**src/hw/rtl/queue_based_shortest_path_core_defines.svh**
```systemverilog
// Assertion macros shared by the shortest-path core.
`ifndef QUEUE_BASED_SHORTEST_PATH_CORE_DEFINES_SVH
`define QUEUE_BASED_SHORTEST_PATH_CORE_DEFINES_SVH

// Same-cycle implication, checked at every rising edge outside reset.
`define QBSP_ASSERT_NOW(label, ante, cons) \
    label: assert property (@(posedge clk) disable iff (!rst_n) (ante) |-> (cons)) \
        else $error("qbsp same-cycle check failed");

// Next-cycle implication, checked at every rising edge outside reset.
`define QBSP_ASSERT_NEXT(label, ante, cons) \
    label: assert property (@(posedge clk) disable iff (!rst_n) (ante) |=> (cons)) \
        else $error("qbsp next-cycle check failed");

`endif

```
**src/hw/rtl/qbsp_pkg.sv**
```systemverilog
// Shared constants, types and command/status structs of the shortest-path core.
`timescale 1ns / 1ps
package qbsp_pkg;

    localparam int NODES    = 16;
    localparam int NODE_W   = $clog2(NODES);
    localparam int ADDR_W   = 2 * NODE_W;
    localparam int MEM_DEPTH = NODES * NODES;
    localparam int CNT_W    = NODE_W + 1;
    localparam int FIELD_W  = 4;
    localparam int WEIGHT_W = 14;
    localparam int DIST_W   = 18;

    localparam logic [NODE_W-1:0]   LAST_NODE      = NODE_W'(NODES - 1);
    localparam logic [WEIGHT_W-1:0] NO_EDGE        = 14'd9999;
    localparam logic [DIST_W-1:0]   UNREACHED_DIST = 18'd9999;
    localparam logic [DIST_W-1:0]   DIST_MAX       = 18'h3FFFF;

    typedef enum logic
    {
        KIND_LOAD = 1'b0,
        KIND_RUN  = 1'b1
    } kind_t;

    typedef enum logic [2:0]
    {
        ST_IDLE,
        ST_START,
        ST_POP,
        ST_SCAN,
        ST_DRAIN,
        ST_OUT
    } state_t;

    typedef struct packed
    {
        logic              load;
        logic              run;
        logic              start;
        logic              pop;
        logic              issue;
        logic              emit;
        logic [NODE_W-1:0] idx;
    } cmd_t;

    typedef struct packed
    {
        logic queue_empty;
        logic out_free;
    } status_t;

endpackage

```
**src/hw/rtl/qbsp_if.sv**
```systemverilog
// Valid/ready channel interfaces for input items and result words.
`timescale 1ns / 1ps
interface qbsp_item_if;
    logic                          valid;
    logic                          ready;
    logic                          kind;
    logic [qbsp_pkg::FIELD_W-1:0]  row_node;
    logic [qbsp_pkg::FIELD_W-1:0]  col_node;
    logic [qbsp_pkg::WEIGHT_W-1:0] edge_weight;
    logic [qbsp_pkg::FIELD_W-1:0]  source_node;

    modport source
    (
        output valid, kind, row_node, col_node, edge_weight, source_node,
        input  ready
    );

    modport sink
    (
        input  valid, kind, row_node, col_node, edge_weight, source_node,
        output ready
    );
endinterface

interface qbsp_result_if;
    logic                         valid;
    logic                         ready;
    logic [qbsp_pkg::FIELD_W-1:0] node_index;
    logic [qbsp_pkg::DIST_W-1:0]  distance;
    logic                         unreachable;
    logic                         last;

    modport source
    (
        output valid, node_index, distance, unreachable, last,
        input  ready
    );

    modport sink
    (
        input  valid, node_index, distance, unreachable, last,
        output ready
    );
endinterface

```
**src/hw/rtl/qbsp_ctrl.sv**
```systemverilog
// Sequencer of the shortest-path core: load, queue pop, edge scan and result walk.
`timescale 1ns / 1ps
module qbsp_ctrl
(
    input  logic                clk,
    input  logic                rst_n,
    input  logic                item_valid,
    input  logic                item_kind,
    input  qbsp_pkg::status_t   status,
    output logic                ready,
    output qbsp_pkg::cmd_t      cmd
);

    qbsp_pkg::state_t                  state_reg;
    qbsp_pkg::state_t                  state_next;
    logic [qbsp_pkg::NODE_W-1:0]       idx_reg;
    logic [qbsp_pkg::NODE_W-1:0]       idx_next;
    logic [qbsp_pkg::NODE_W-1:0]       idx_inc;

    assign idx_inc = (idx_reg == qbsp_pkg::LAST_NODE) ? '0 : idx_reg + 1'b1;

    always_ff @(posedge clk or negedge rst_n)
    begin
        if (!rst_n)
        begin
            state_reg <= qbsp_pkg::ST_IDLE;
            idx_reg   <= '0;
        end
        else
        begin
            state_reg <= state_next;
            idx_reg   <= idx_next;
        end
    end

    // next state
    always_comb
    begin
        state_next = state_reg;
        idx_next   = idx_reg;
        case (state_reg)
            qbsp_pkg::ST_IDLE:
            begin
                if (item_valid && item_kind == qbsp_pkg::KIND_RUN)
                begin
                    state_next = qbsp_pkg::ST_START;
                end
            end
            qbsp_pkg::ST_START:
            begin
                state_next = qbsp_pkg::ST_POP;
            end
            qbsp_pkg::ST_POP:
            begin
                idx_next   = '0;
                state_next = status.queue_empty ? qbsp_pkg::ST_OUT : qbsp_pkg::ST_SCAN;
            end
            qbsp_pkg::ST_SCAN:
            begin
                idx_next = idx_inc;
                if (idx_reg == qbsp_pkg::LAST_NODE)
                begin
                    state_next = qbsp_pkg::ST_DRAIN;
                end
            end
            qbsp_pkg::ST_DRAIN:
            begin
                state_next = qbsp_pkg::ST_POP;
            end
            qbsp_pkg::ST_OUT:
            begin
                if (status.out_free)
                begin
                    idx_next = idx_inc;
                    if (idx_reg == qbsp_pkg::LAST_NODE)
                    begin
                        state_next = qbsp_pkg::ST_IDLE;
                    end
                end
            end
            default:
            begin
                state_next = qbsp_pkg::ST_IDLE;
            end
        endcase
    end

    // outputs
    always_comb
    begin
        ready     = (state_reg == qbsp_pkg::ST_IDLE);
        cmd.load  = ready && item_valid && item_kind == qbsp_pkg::KIND_LOAD;
        cmd.run   = ready && item_valid && item_kind == qbsp_pkg::KIND_RUN;
        cmd.start = (state_reg == qbsp_pkg::ST_START);
        cmd.pop   = (state_reg == qbsp_pkg::ST_POP) && !status.queue_empty;
        cmd.issue = (state_reg == qbsp_pkg::ST_SCAN);
        cmd.emit  = (state_reg == qbsp_pkg::ST_OUT) && status.out_free;
        cmd.idx   = idx_reg;
    end

endmodule

```
**src/hw/rtl/qbsp_dp.sv**
```systemverilog
// Datapath: weight memory, distance table, work queue and result register.
`timescale 1ns / 1ps
module qbsp_dp
(
    input  logic                             clk,
    input  logic                             rst_n,
    input  qbsp_pkg::cmd_t                   cmd,
    input  logic [qbsp_pkg::FIELD_W-1:0]     row_node,
    input  logic [qbsp_pkg::FIELD_W-1:0]     col_node,
    input  logic [qbsp_pkg::WEIGHT_W-1:0]    edge_weight,
    input  logic [qbsp_pkg::FIELD_W-1:0]     source_node,
    input  logic                             result_ready,
    output qbsp_pkg::status_t                status,
    output logic                             result_valid,
    output logic [qbsp_pkg::FIELD_W-1:0]     node_index,
    output logic [qbsp_pkg::DIST_W-1:0]      distance,
    output logic                             unreachable,
    output logic                             last
);

    // weight memory with a written bit per entry; unwritten entries read as no edge
    logic [qbsp_pkg::WEIGHT_W-1:0]  wmem [qbsp_pkg::MEM_DEPTH];
    logic [qbsp_pkg::MEM_DEPTH-1:0] wvld_reg;
    logic [qbsp_pkg::WEIGHT_W-1:0]  rdata_reg;
    logic                           rvld_reg;
    logic                           rpend_reg;
    logic [qbsp_pkg::NODE_W-1:0]    ridx_reg;
    logic [qbsp_pkg::ADDR_W-1:0]    waddr;
    logic [qbsp_pkg::ADDR_W-1:0]    raddr;
    logic                           load_ok;

    // distance table, flags and work queue
    logic [qbsp_pkg::DIST_W-1:0]    dist_mem [qbsp_pkg::NODES];
    logic [qbsp_pkg::NODES-1:0]     reached_reg;
    logic [qbsp_pkg::NODES-1:0]     queued_reg;
    logic [qbsp_pkg::NODE_W-1:0]    queue_mem [qbsp_pkg::NODES];
    logic [qbsp_pkg::NODE_W-1:0]    head_reg;
    logic [qbsp_pkg::NODE_W-1:0]    tail_reg;
    logic [qbsp_pkg::CNT_W-1:0]     count_reg;
    logic [qbsp_pkg::FIELD_W-1:0]   src_reg;
    logic [qbsp_pkg::NODE_W-1:0]    src_node;
    logic                           src_ok;
    logic [qbsp_pkg::NODE_W-1:0]    u_reg;
    logic [qbsp_pkg::DIST_W-1:0]    du_reg;

    logic [qbsp_pkg::NODE_W-1:0]    rd_addr;
    logic [qbsp_pkg::DIST_W-1:0]    rd_dist;
    logic                           rd_reached;
    logic                           rd_queued;
    logic [qbsp_pkg::WEIGHT_W-1:0]  w_eff;
    logic                           is_edge;
    logic [qbsp_pkg::DIST_W:0]      sum;
    logic [qbsp_pkg::DIST_W-1:0]    cand;
    logic                           relax;
    logic                           push;

    logic                           out_valid_reg;
    logic [qbsp_pkg::NODE_W-1:0]    out_idx_reg;
    logic [qbsp_pkg::DIST_W-1:0]    out_dist_reg;
    logic                           out_unreach_reg;
    logic                           out_last_reg;

    assign load_ok  = (int'(row_node) < qbsp_pkg::NODES) && (int'(col_node) < qbsp_pkg::NODES);
    assign waddr    = {row_node[qbsp_pkg::NODE_W-1:0], col_node[qbsp_pkg::NODE_W-1:0]};
    assign raddr    = {u_reg, cmd.idx};
    assign src_ok   = int'(src_reg) < qbsp_pkg::NODES;
    assign src_node = src_reg[qbsp_pkg::NODE_W-1:0];

    // one shared read port: queue front on pop, scanned node on relax, else result walk
    always_comb
    begin
        if (cmd.pop)
        begin
            rd_addr = queue_mem[head_reg];
        end
        else if (rpend_reg)
        begin
            rd_addr = ridx_reg;
        end
        else
        begin
            rd_addr = cmd.idx;
        end
    end

    assign rd_dist    = dist_mem[rd_addr];
    assign rd_reached = reached_reg[rd_addr];
    assign rd_queued  = queued_reg[rd_addr];

    // relaxation of the edge fetched last cycle
    assign w_eff   = rvld_reg ? rdata_reg : '0;
    assign is_edge = (w_eff != '0) && (w_eff != qbsp_pkg::NO_EDGE);
    assign sum     = {1'b0, du_reg}
                   + {{(qbsp_pkg::DIST_W + 1 - qbsp_pkg::WEIGHT_W){1'b0}}, w_eff};
    assign cand    = sum[qbsp_pkg::DIST_W] ? qbsp_pkg::DIST_MAX : sum[qbsp_pkg::DIST_W-1:0];
    assign relax   = rpend_reg && is_edge && (!rd_reached || cand < rd_dist);
    assign push    = relax && !rd_queued && (count_reg < qbsp_pkg::CNT_W'(qbsp_pkg::NODES));

    always_ff @(posedge clk)
    begin
        if (cmd.load && load_ok)
        begin
            wmem[waddr] <= edge_weight;
        end
        rdata_reg <= wmem[raddr];
    end

    always_ff @(posedge clk or negedge rst_n)
    begin
        if (!rst_n)
        begin
            wvld_reg  <= '0;
            rvld_reg  <= 1'b0;
            rpend_reg <= 1'b0;
            ridx_reg  <= '0;
        end
        else
        begin
            if (cmd.load && load_ok)
            begin
                wvld_reg[waddr] <= 1'b1;
            end
            rvld_reg  <= wvld_reg[raddr];
            rpend_reg <= cmd.issue;
            ridx_reg  <= cmd.idx;
        end
    end

    always_ff @(posedge clk)
    begin
        if (cmd.run)
        begin
            src_reg <= source_node;
        end
        if (cmd.pop)
        begin
            u_reg  <= rd_addr;
            du_reg <= rd_dist;
        end
        if (cmd.start && src_ok)
        begin
            dist_mem[src_node] <= '0;
            queue_mem[0]       <= src_node;
        end
        else if (relax)
        begin
            dist_mem[ridx_reg] <= cand;
            if (push)
            begin
                queue_mem[tail_reg] <= ridx_reg;
            end
        end
    end

    always_ff @(posedge clk or negedge rst_n)
    begin
        if (!rst_n)
        begin
            reached_reg <= '0;
            queued_reg  <= '0;
            head_reg    <= '0;
            tail_reg    <= '0;
            count_reg   <= '0;
        end
        else if (cmd.start)
        begin
            // clear the previous run and seed the queue with the source
            reached_reg <= '0;
            queued_reg  <= '0;
            head_reg    <= '0;
            tail_reg    <= '0;
            count_reg   <= '0;
            if (src_ok)
            begin
                reached_reg[src_node] <= 1'b1;
                queued_reg[src_node]  <= 1'b1;
                tail_reg              <= qbsp_pkg::NODE_W'(1);
                count_reg             <= qbsp_pkg::CNT_W'(1);
            end
        end
        else if (cmd.pop)
        begin
            head_reg           <= (head_reg == qbsp_pkg::LAST_NODE) ? '0 : head_reg + 1'b1;
            count_reg          <= count_reg - 1'b1;
            queued_reg[rd_addr] <= 1'b0;
        end
        else if (relax)
        begin
            reached_reg[ridx_reg] <= 1'b1;
            if (push)
            begin
                queued_reg[ridx_reg] <= 1'b1;
                tail_reg  <= (tail_reg == qbsp_pkg::LAST_NODE) ? '0 : tail_reg + 1'b1;
                count_reg <= count_reg + 1'b1;
            end
        end
    end

    // result register: take a new word whenever the previous one is gone
    always_ff @(posedge clk or negedge rst_n)
    begin
        if (!rst_n)
        begin
            out_valid_reg <= 1'b0;
        end
        else if (cmd.emit)
        begin
            out_valid_reg <= 1'b1;
        end
        else if (result_ready)
        begin
            out_valid_reg <= 1'b0;
        end
    end

    always_ff @(posedge clk)
    begin
        if (cmd.emit)
        begin
            out_idx_reg     <= cmd.idx;
            out_dist_reg    <= rd_reached ? rd_dist : qbsp_pkg::UNREACHED_DIST;
            out_unreach_reg <= !rd_reached;
            out_last_reg    <= (cmd.idx == qbsp_pkg::LAST_NODE);
        end
    end

    assign status.queue_empty = (count_reg == '0);
    assign status.out_free    = !out_valid_reg || result_ready;

    assign result_valid = out_valid_reg;
    assign node_index   = qbsp_pkg::FIELD_W'(out_idx_reg);
    assign distance     = out_dist_reg;
    assign unreachable  = out_unreach_reg;
    assign last         = out_last_reg;

endmodule

```
**src/hw/rtl/queue_based_shortest_path_core.sv**
```systemverilog
// Top level of the queue-based single-source shortest-path core.
`timescale 1ns / 1ps
`include "queue_based_shortest_path_core_defines.svh"
// Use: drive words on the item channel. kind 0 writes one edge weight into the
// 16 x 16 matrix (0 or 9999 mean no edge); kind 1 runs shortest paths from
// source_node. A weight write leaves the block ready, so the next word is
// taken in the following cycle. A run holds item.ready low until its last
// result word is loaded into the result register.
// Run steps: a start state seeds the queue; then for every node popped from
// the work queue a pop state, 16 weight-memory reads (one per cycle, the
// single read port of the weight memory sets this) and a drain state; a
// final pop state sees the queue empty; then 16 result words, one per cycle
// when result.ready stays high. Every run pops at least one node, the source.
// Results come in node order, last set on node 15; unreachable nodes report
// 9999 with unreachable set. A stalled result channel holds the result
// register and pauses the walk; no word is dropped.
// Reset clears the matrix to no-edge at once through per-entry written bits,
// empties the queue and the result register; the block is ready right after.
module queue_based_shortest_path_core
(
    input  logic            clk,
    input  logic            rst_n,
    qbsp_item_if.sink       item,
    qbsp_result_if.source   result
);

    qbsp_pkg::cmd_t    cmd;
    qbsp_pkg::status_t status;
    logic              ctrl_ready;

    assign item.ready = ctrl_ready;

    qbsp_ctrl u_ctrl
    (
        .clk        (clk),
        .rst_n      (rst_n),
        .item_valid (item.valid),
        .item_kind  (item.kind),
        .status     (status),
        .ready      (ctrl_ready),
        .cmd        (cmd)
    );

    qbsp_dp u_dp
    (
        .clk          (clk),
        .rst_n        (rst_n),
        .cmd          (cmd),
        .row_node     (item.row_node),
        .col_node     (item.col_node),
        .edge_weight  (item.edge_weight),
        .source_node  (item.source_node),
        .result_ready (result.ready),
        .status       (status),
        .result_valid (result.valid),
        .node_index   (result.node_index),
        .distance     (result.distance),
        .unreachable  (result.unreachable),
        .last         (result.last)
    );

    `QBSP_ASSERT_NEXT(a_run_seeds_queue, item.valid && item.ready && item.kind == qbsp_pkg::KIND_RUN, cmd.start)
    `QBSP_ASSERT_NOW(a_emit_only_busy, cmd.emit, !item.ready)
    `QBSP_ASSERT_NOW(a_unreached_dist, result.valid && result.unreachable, result.distance == qbsp_pkg::UNREACHED_DIST)

endmodule
```
**src/flat_wrapper.sv**
```systemverilog
// flat-port wrapper written by rule: the top's interface ports become plain ports
module queue_based_shortest_path_core_flat 
  (clk, rst_n, item_valid, item_kind, item_row_node, item_col_node, item_edge_weight, item_source_node, item_ready, result_valid, result_node_index, result_distance, result_unreachable, result_last, result_ready);
  qbsp_item_if item_i ();
  qbsp_result_if result_i ();
  input  logic clk;
  input  logic rst_n;
  input wire logic [$bits(item_i.valid)-1:0] item_valid;
  input wire logic [$bits(item_i.kind)-1:0] item_kind;
  input wire logic [$bits(item_i.row_node)-1:0] item_row_node;
  input wire logic [$bits(item_i.col_node)-1:0] item_col_node;
  input wire logic [$bits(item_i.edge_weight)-1:0] item_edge_weight;
  input wire logic [$bits(item_i.source_node)-1:0] item_source_node;
  output wire logic [$bits(item_i.ready)-1:0] item_ready;
  output wire logic [$bits(result_i.valid)-1:0] result_valid;
  output wire logic [$bits(result_i.node_index)-1:0] result_node_index;
  output wire logic [$bits(result_i.distance)-1:0] result_distance;
  output wire logic [$bits(result_i.unreachable)-1:0] result_unreachable;
  output wire logic [$bits(result_i.last)-1:0] result_last;
  input wire logic [$bits(result_i.ready)-1:0] result_ready;
  assign item_i.valid = item_valid;
  assign item_i.kind = item_kind;
  assign item_i.row_node = item_row_node;
  assign item_i.col_node = item_col_node;
  assign item_i.edge_weight = item_edge_weight;
  assign item_i.source_node = item_source_node;
  assign item_ready = item_i.ready;
  assign result_valid = result_i.valid;
  assign result_node_index = result_i.node_index;
  assign result_distance = result_i.distance;
  assign result_unreachable = result_i.unreachable;
  assign result_last = result_i.last;
  assign result_i.ready = result_ready;
  queue_based_shortest_path_core u_core (.clk(clk), .rst_n(rst_n), .item(item_i), .result(result_i));
endmodule
```
**config.mk**
```make
export PLATFORM = sky130hd
export DESIGN_NAME = queue_based_shortest_path_core_flat
export DESIGN_NICKNAME = d
export VERILOG_FILES = /design/src/hw/rtl/qbsp_pkg.sv /design/src/hw/rtl/qbsp_if.sv /design/src/hw/rtl/qbsp_ctrl.sv /design/src/hw/rtl/qbsp_dp.sv /design/src/hw/rtl/queue_based_shortest_path_core.sv /design/src/flat_wrapper.sv
export VERILOG_INCLUDE_DIRS = /design/src /design/src/hw/rtl
export SDC_FILE = /design/constraint.sdc
export NUM_CORES = 2
export LEC_CHECK = 0
export BUFFER_PORTS_ARGS = -buffer_cell sky130_fd_sc_hd__buf_2
export CORE_ASPECT_RATIO = 0.5
export CORE_MARGIN = 2
export CORE_UTILIZATION = 32
export DETAILED_ROUTE_END_ITERATION = 16
export GPL_TIMING_DRIVEN = 0
export REMOVE_ABC_BUFFERS = 1
export SLEW_MARGIN = 20
export SYNTH_ARGS = -nofsm -noshare
export SYNTH_HDL_FRONTEND = slang
export SYNTH_SLANG_ARGS = --single-unit
```
**constraint.sdc**
```tcl
create_clock -name clk -period 9.1 [get_ports clk]
set_input_delay 1.365 -clock clk [delete_from_list [all_inputs] [get_ports clk]]
set_output_delay 1.365 -clock clk [all_outputs]
set_load 0.02 [all_outputs]
```
After elaboration in Yosys (flattened, before gate mapping)

Memories as Yosys holds them, arrays and structs flattened. A register that Yosys moved wholly into a read port is not among the register bits.
Index checks and enable logic that the tools add are counted.

Add/sub/neg operators: 6
Magnitude comparators: 11
Eq/ne operators: 14
Multiplexer cells: 65
Bitwise gates (word level): 6
Reduce and logical (&&, ||, !) cells: 39

Operators with widths:

| cell                 | count |
|---|---|
| $or 256x256->256     | 1 |
| $mux 16              | 7 |
| $mux 4               | 15 |
| $mux 18              | 2 |
| $or 16x16->16        | 2 |
| $mux 1               | 22 |
| $mux 5               | 4 |
| $add 18x14->19       | 1 |
| $lt 18x18->1         | 1 |
| $lt 8x9->1 const B   | 2 |
| $reduce_or 18->1     | 1 |
| $and 16x16->16       | 1 |
| $not 16->16          | 1 |
| $logic_and 1x1->1    | 15 |
| $lt 4x5->1 const B   | 3 |
| $mux 3               | 5 |
| $pmux 3 s5           | 1 |
| $mux 14              | 1 |
| $ne 14x14->1 const B | 1 |
| $reduce_bool 14->1   | 1 |
| $add 4x1->4 const B  | 3 |
| $demux 1 s4          | 3 |
| $eq 4x4->1 const B   | 3 |
| $ge 4x1->1 const B   | 3 |
| 25 further kinds     | 42 |

Flip-flop bits (word level): 365
Bits in writable memories: 3936
Input port bits: 31
Output and inout bits: 26
Logic and storage cells: 163
Memories: 3

Memory list:

| name                  | words | bits a word | read ports | clocked after Yosys merged registers in | wr ports | RTL line      | text |
|---|---|---|---|---|---|---|---|
| u_core.u_dp.wmem      | 256   | 14          | 1          | 1                                       | 1        | qbsp_dp.sv:22 | `logic [qbsp_pkg::WEIGHT_W-1:0] wmem [qbsp_pkg::MEM_DEPTH];` |
| u_core.u_dp.dist_mem  | 16    | 18          | 1          | 0                                       | 1        | qbsp_dp.sv:33 | `logic [qbsp_pkg::DIST_W-1:0] dist_mem [qbsp_pkg::NODES];` |
| u_core.u_dp.queue_mem | 16    | 4           | 1          | 0                                       | 1        | qbsp_dp.sv:36 | `logic [qbsp_pkg::NODE_W-1:0] queue_mem [qbsp_pkg::NODES];` |

Logic depth before layout (Yosys ltp)

Depth in word-level cells: 17
Gate-level depth with buffers: 28
Depth with buffers taken out: 25

By module

A second synthesis with hierarchy kept.

Cells, all modules: 7696
Area total of the unflattened synthesis: 168125.0 um2

Modules (own cells, without submodules):

| module    | instances | cells each | area each (um2) | seq. area each (um2) |
|---|---|---|---|---|
| qbsp_dp   | 1         | 7641       | 167628.3        | 127682.5 |
| qbsp_ctrl | 1         | 55         | 496.7           | 175.2 |

Least setup slack after synthesis

No wires, ideal clock.

Kind: register -> register
From: register u_core.u_dp.head_reg[1] (netlist bit)
To: memory u_core.u_dp.dist_mem[12][0] (netlist bit), enable pin
Setup time: 0.445 ns
Arrival time: 7.756 ns
Required time: 8.655 ns
Path slack: 0.899 ns
Cell stages (with the launch flop): 25
Buffers on the path: 6
Period minus slack after synthesis: 8.201 ns
Cell sequence: dfrtp_1 -> buf_2 -> buf_1 -> mux4_2 -> mux4_2 -> mux2i_4 -> buf_2 -> clkbuf_1 -> clkbuf_1 -> clkbuf_1 -> nand3_1 -> a311oi_1 -> a21oi_1 -> inv_1 -> ha_1 -> a21o_1 -> a211oi_1 -> o21ai_0 -> a211oi_1 -> a31oi_1 -> a211o_1 -> nor3b_1 -> a211o_1 -> nand3_1 -> o41ai_1

Elaborated cells on any way between the ends: 15
Classes of those cells: order compare (1); mux (8); reduce/logical (4); memory (2)

RTL lines:

| element                                                  | RTL line       | text |
|---|---|---|
| from (decl)                                              | qbsp_dp.sv:37  | `logic [qbsp_pkg::NODE_W-1:0] head_reg;` |
| from (signal assigned)                                   | qbsp_dp.sv:183 | `head_reg <= (head_reg == qbsp_pkg::LAST_NODE) ? '0 : head_reg + 1'b1;` |
| $mem_v2 16x4 (*)                                         | --             |  |
| $mux 4 (*)                                               | qbsp_dp.sv:72  | `if (cmd.pop)` |
| $mem_v2 16x18 (*)                                        | --             |  |
| via u_core.u_dp.rd_dist (one bit)                        | qbsp_dp.sv:47  | `logic [qbsp_pkg::DIST_W-1:0] rd_dist;` |
| $lt 18x18->1 (*)                                         | qbsp_dp.sv:96  | `assign relax = rpend_reg && is_edge && (!rd_reached \|\| cand < rd_dist);` |
| $logic_or 1x1->1 (*)                                     | qbsp_dp.sv:96  |  |
| $logic_and 1x1->1 (*)                                    | qbsp_dp.sv:96  |  |
| $mux 1 (*)                                               | qbsp_dp.sv:145 | `else if (relax)` |
| $mux 1 (*)                                               | qbsp_dp.sv:140 | `if (cmd.start && src_ok)` |
| $mux 1 (not written as such) (*)                         | qbsp_dp.sv:147 | `dist_mem[ridx_reg] <= cand;` |
| $reduce_or 18->1 (no source line)                        | --             |  |
| $mux 4 (no source line) / $mux 1 (equally long branches) | --             |  |
| to (decl)                                                | qbsp_dp.sv:33  |  |

Mark *: on every way through the listed nets, which the timed path passes. The rest lies on a longest branch. The select of a mux whose other input is x is not followed.

Final worst setup path

From: register u_core.u_ctrl.state_reg[0]
To: memory u_core.u_dp.dist_mem[12][3] (netlist bit), enable pin

Elaborated cells on any way between the ends: 19
Classes of those cells: order compare (1); eq/ne (2); mux (10); reduce/logical (5); memory (1)

RTL lines:

| element                                                  | RTL line        | text |
|---|---|---|
| from (decl)                                              | qbsp_ctrl.sv:14 | `qbsp_pkg::state_t state_reg;` |
| from (signal assigned)                                   | qbsp_ctrl.sv:26 | `state_reg <= qbsp_pkg::ST_IDLE;` |
| from (signal assigned)                                   | qbsp_ctrl.sv:31 | `state_reg <= state_next;` |
| $eq 3x2->1 (*)                                           | qbsp_ctrl.sv:95 | `cmd.pop = (state_reg == qbsp_pkg::ST_POP) && !status.queue_empty;` |
| $logic_and 1x1->1 (*)                                    | qbsp_ctrl.sv:95 |  |
| $mux 4 (*)                                               | qbsp_dp.sv:72   |  |
| $mem_v2 16x18 (*)                                        | --              |  |
| via u_core.u_dp.rd_dist (one bit)                        | qbsp_dp.sv:47   |  |
| $lt 18x18->1 (*)                                         | qbsp_dp.sv:96   |  |
| $logic_or 1x1->1 (*)                                     | qbsp_dp.sv:96   |  |
| $logic_and 1x1->1 (*)                                    | qbsp_dp.sv:96   |  |
| $mux 1 (*)                                               | qbsp_dp.sv:145  |  |
| $mux 1 (*)                                               | qbsp_dp.sv:140  |  |
| $mux 1 (not written as such) (*)                         | qbsp_dp.sv:147  |  |
| $reduce_or 18->1 (no source line)                        | --              |  |
| $mux 4 (no source line) / $mux 1 (equally long branches) | --              |  |

Marked as above.

==> run metrics <==
Lkg Pwr=62.6 nW; RSZ-0062 raised after global routing=false; Hold Vio Cnt, Final=0; part of the Yosys area used for sequential elements=76.1%; Hold Path Class=in -> async; MaxCap Viol Count=0; logic gate share of total power=29.8%; Post-synth EDFFs=3986; Nets=8180; cell row count=188; Critical Path AT=9.26 ns; drt first pass iters=9; Seq pwr share=39.9%; later-pin clock latency in the skew report=0.99 ns; first-pass GRT wire length=583000 um; most common cell after layout, fill and taps aside=edfxtp_1; Seq cells post-synth=4315; final setup violation count=0; Slowest cell on crit path=or3b_2; Ports=57; Power Total=56.0 mW; area growth from synthesis to layout=17.3%; worst hold slack=0.307 ns; pre-CTS WS=-1.22 ns; Die Area=531000 um^2; Worst-Margin Slew=1.21 ns; min Tclk post-route=8.59 ns; Post-DRT Antenna Nets=0; vias in the first global route=79966; total congestion overflow=0; Rel. slew slack=18.9%; core area=524000 um^2; worst path bufs/invs=6; CTS root buffer=clkbuf_16; DPL Wire Length=259000 um; cts bufs inserted=413; initial core utilization=32.1%; largest net degree at the start of global routing=132; layout cells sized above 1=34.7%; total track usage=14.8%; Max Slew Vio Count=0; most frequent cells in the layout=3986 x edfxtp_1, 1293 x mux4_2, 418 x clkbuf_16, 309 x dfrtp_1, 275 x nand2_1; clock sink count=4315; CP required=9.77 ns; CTS tree=done; Async SR Flop Fraction=7.30%; status=finished, final reports clean; CP Capture Type=flip-flop; Max FO, Critical Path=88; CP top delay family=compound AO/OA/AOI/OAI gates; Routed wire per std cell=26.1 um; initial antenna violation count=28; Worst path max stage delay=0.63 ns; mapped cell area=168000 um^2; Clock power frac=30.4%; fmax=0.116 GHz; Detailed Route Iter0 Violations=9312; Via Count=79559; Sw Ratio=30.1%; Syn Inst Count=7690; power density cells=284 nW/um^2; VDD IR max=0.211 mV; post-route setup slack=0.512 ns; final WL=405000 um; Crit Path Class=reg -> reg; Die Y=517 um; net load switching power=16.8 mW; Syn. warnings=0; H-Tree Depth=5; count of cell types in the netlist=76; Main synth FF type=edfxtp_1; cell internal pwr=39.2 mW; Max clock buf depth=4; Final period util=94.4%; die extent in x=1030 um; IO buf count=56; Clock transition at path regs=0.06 ns; vias per cell=5.13; GPL Wtd Cong=0.769; Clock Skews=0.0859 ns; Worst path most repeated cell=a211oi_1; Synth Area per Inst=21.9 um^2; DRC Markers=0; Worst setup SP type=flip-flop; max reg flops=3584
[power by group through the flow]
stage / combinational (mW) / sequential [mW] / clock, mW
after global routing: 17.6 / 22.3 / 18.1
after detailed placement: 16.8 / 22.7 / 0
after global placement: 11.5 / 23.7 / 0
after CTS: 16.8 / 22.3 / 17.3
after floorplan: 10.1 / 23.3 / 0
final: 16.7 / 22.3 / 17.0
[worst paths after layout]
path | from | cells past startpoint | end | slack (ns)
worst min register to register | u_core.u_dp.wvld_reg[89] | 1 | u_core.u_dp.wvld_reg[89] | 0.46
max in group asynchronous | rst_n | 4 | u_core.u_dp.wvld_reg[59] | 7.11
worst max register to register | u_core.u_ctrl.state_reg[0] | 25 | u_core.u_dp.dist_mem[12][3] | 0.51
worst min-delay path | rst_n | 1 | u_core.u_dp.wvld_reg[213] | 0.31
worst max-delay path | u_core.u_ctrl.state_reg[0] | 25 | u_core.u_dp.dist_mem[12][3] | 0.51
min in group clk | u_core.u_dp.wvld_reg[89] | 1 | u_core.u_dp.wvld_reg[89] | 0.46
[what timing repair did]
item,4_1_cts,5_1_grt
cloned,4,0
pin swaps,2,0
resized for setup,4,4
hold buffers,0,0
buffers inserted,1,6
setup endpoints to repair,665,125
[per-layer routing]
layer	vias up	share of wire, %	track usage, %	wire length [um]
li1	32961	-	-	-
met1	43177	43	21.4	176000
met2	2831	47	23.4	189000
met3	582	7.3	2.67	29700
met4	8	2.7	3.84	10900
met5	-	0.012	0	49
[through the flow]
stage | utilization [%] | instances | TNS [ns] | cell area [um^2]
final | 37.6 | 15502 | 0 | 197000
after CTS | 37.6 | 15486 | 0 | 197000
after global routing | 37.6 | 15496 | 0 | 197000
after global placement | 33.5 | 14355 | - | 176000
after floorplan | - | 7269 | - | 166000
after detailed placement | 35.0 | 14714 | -323.57 | 184000
[cell type report]
class | count | area (um^2)
timing repair inverter | 1 | 5.00
multi-input combinational | 2919 | 39900
clock buffer | 571 | 11400
sequential | 4315 | 128000
tap | 7030 | 8800
timing repair buffer | 423 | 6980
fill | 46598 | 327000
antenna | 9 | 22.5
clock inverter | 196 | 1950
inverter | 38 | 159
[cells in the mapped netlist (all sizes together), types with 5 or more instances]
library cell / n / area, um^2
o21a: 5 / 37.5
nor3b: 6 / 45.0
a211o: 6 / 52.6
clkbuf: 295 / 1110
xnor2: 10 / 87.6
dfxtp: 14 / 280
o21ai: 78 / 394
a211oi: 77 / 578
or2: 258 / 1610
mux4: 1293 / 29100
a21o: 10 / 75.1
a31o: 13 / 114
nand3: 104 / 521
buf: 126 / 537
and3: 7 / 43.8
a311oi: 19 / 166
nand4: 7 / 43.8
and2: 63 / 394
nor2: 323 / 1230
o31ai: 7 / 52.6
nor2b: 19 / 119
a2111oi: 5 / 62.6
nand2b: 12 / 75.1
nand2: 288 / 1080
nor3: 18 / 90.1
nor4: 13 / 87.6
a2bb2oi: 12 / 105
a21oi: 58 / 298
edfxtp: 3986 / 120000
mux2: 16 / 180
dfrtp: 315 / 7880
inv: 37 / 139
o22ai: 16 / 114
a31oi: 25 / 156
ha: 36 / 450
xor2: 7 / 61.3
mux2i: 50 / 513
[cell families after synthesis]
kind of cell / share of synthesized area (%)
AND/OR/NAND/NOR: 3.25
adder cells (fa/ha/maj): 0.292
multiplexers: 17.7
XOR/XNOR: 0.0886
buffers and inverters: 1.07
AO/OA/AOI/OAI: 1.51
flip-flops: 76.1
Power figures use the tool's default switching activity.
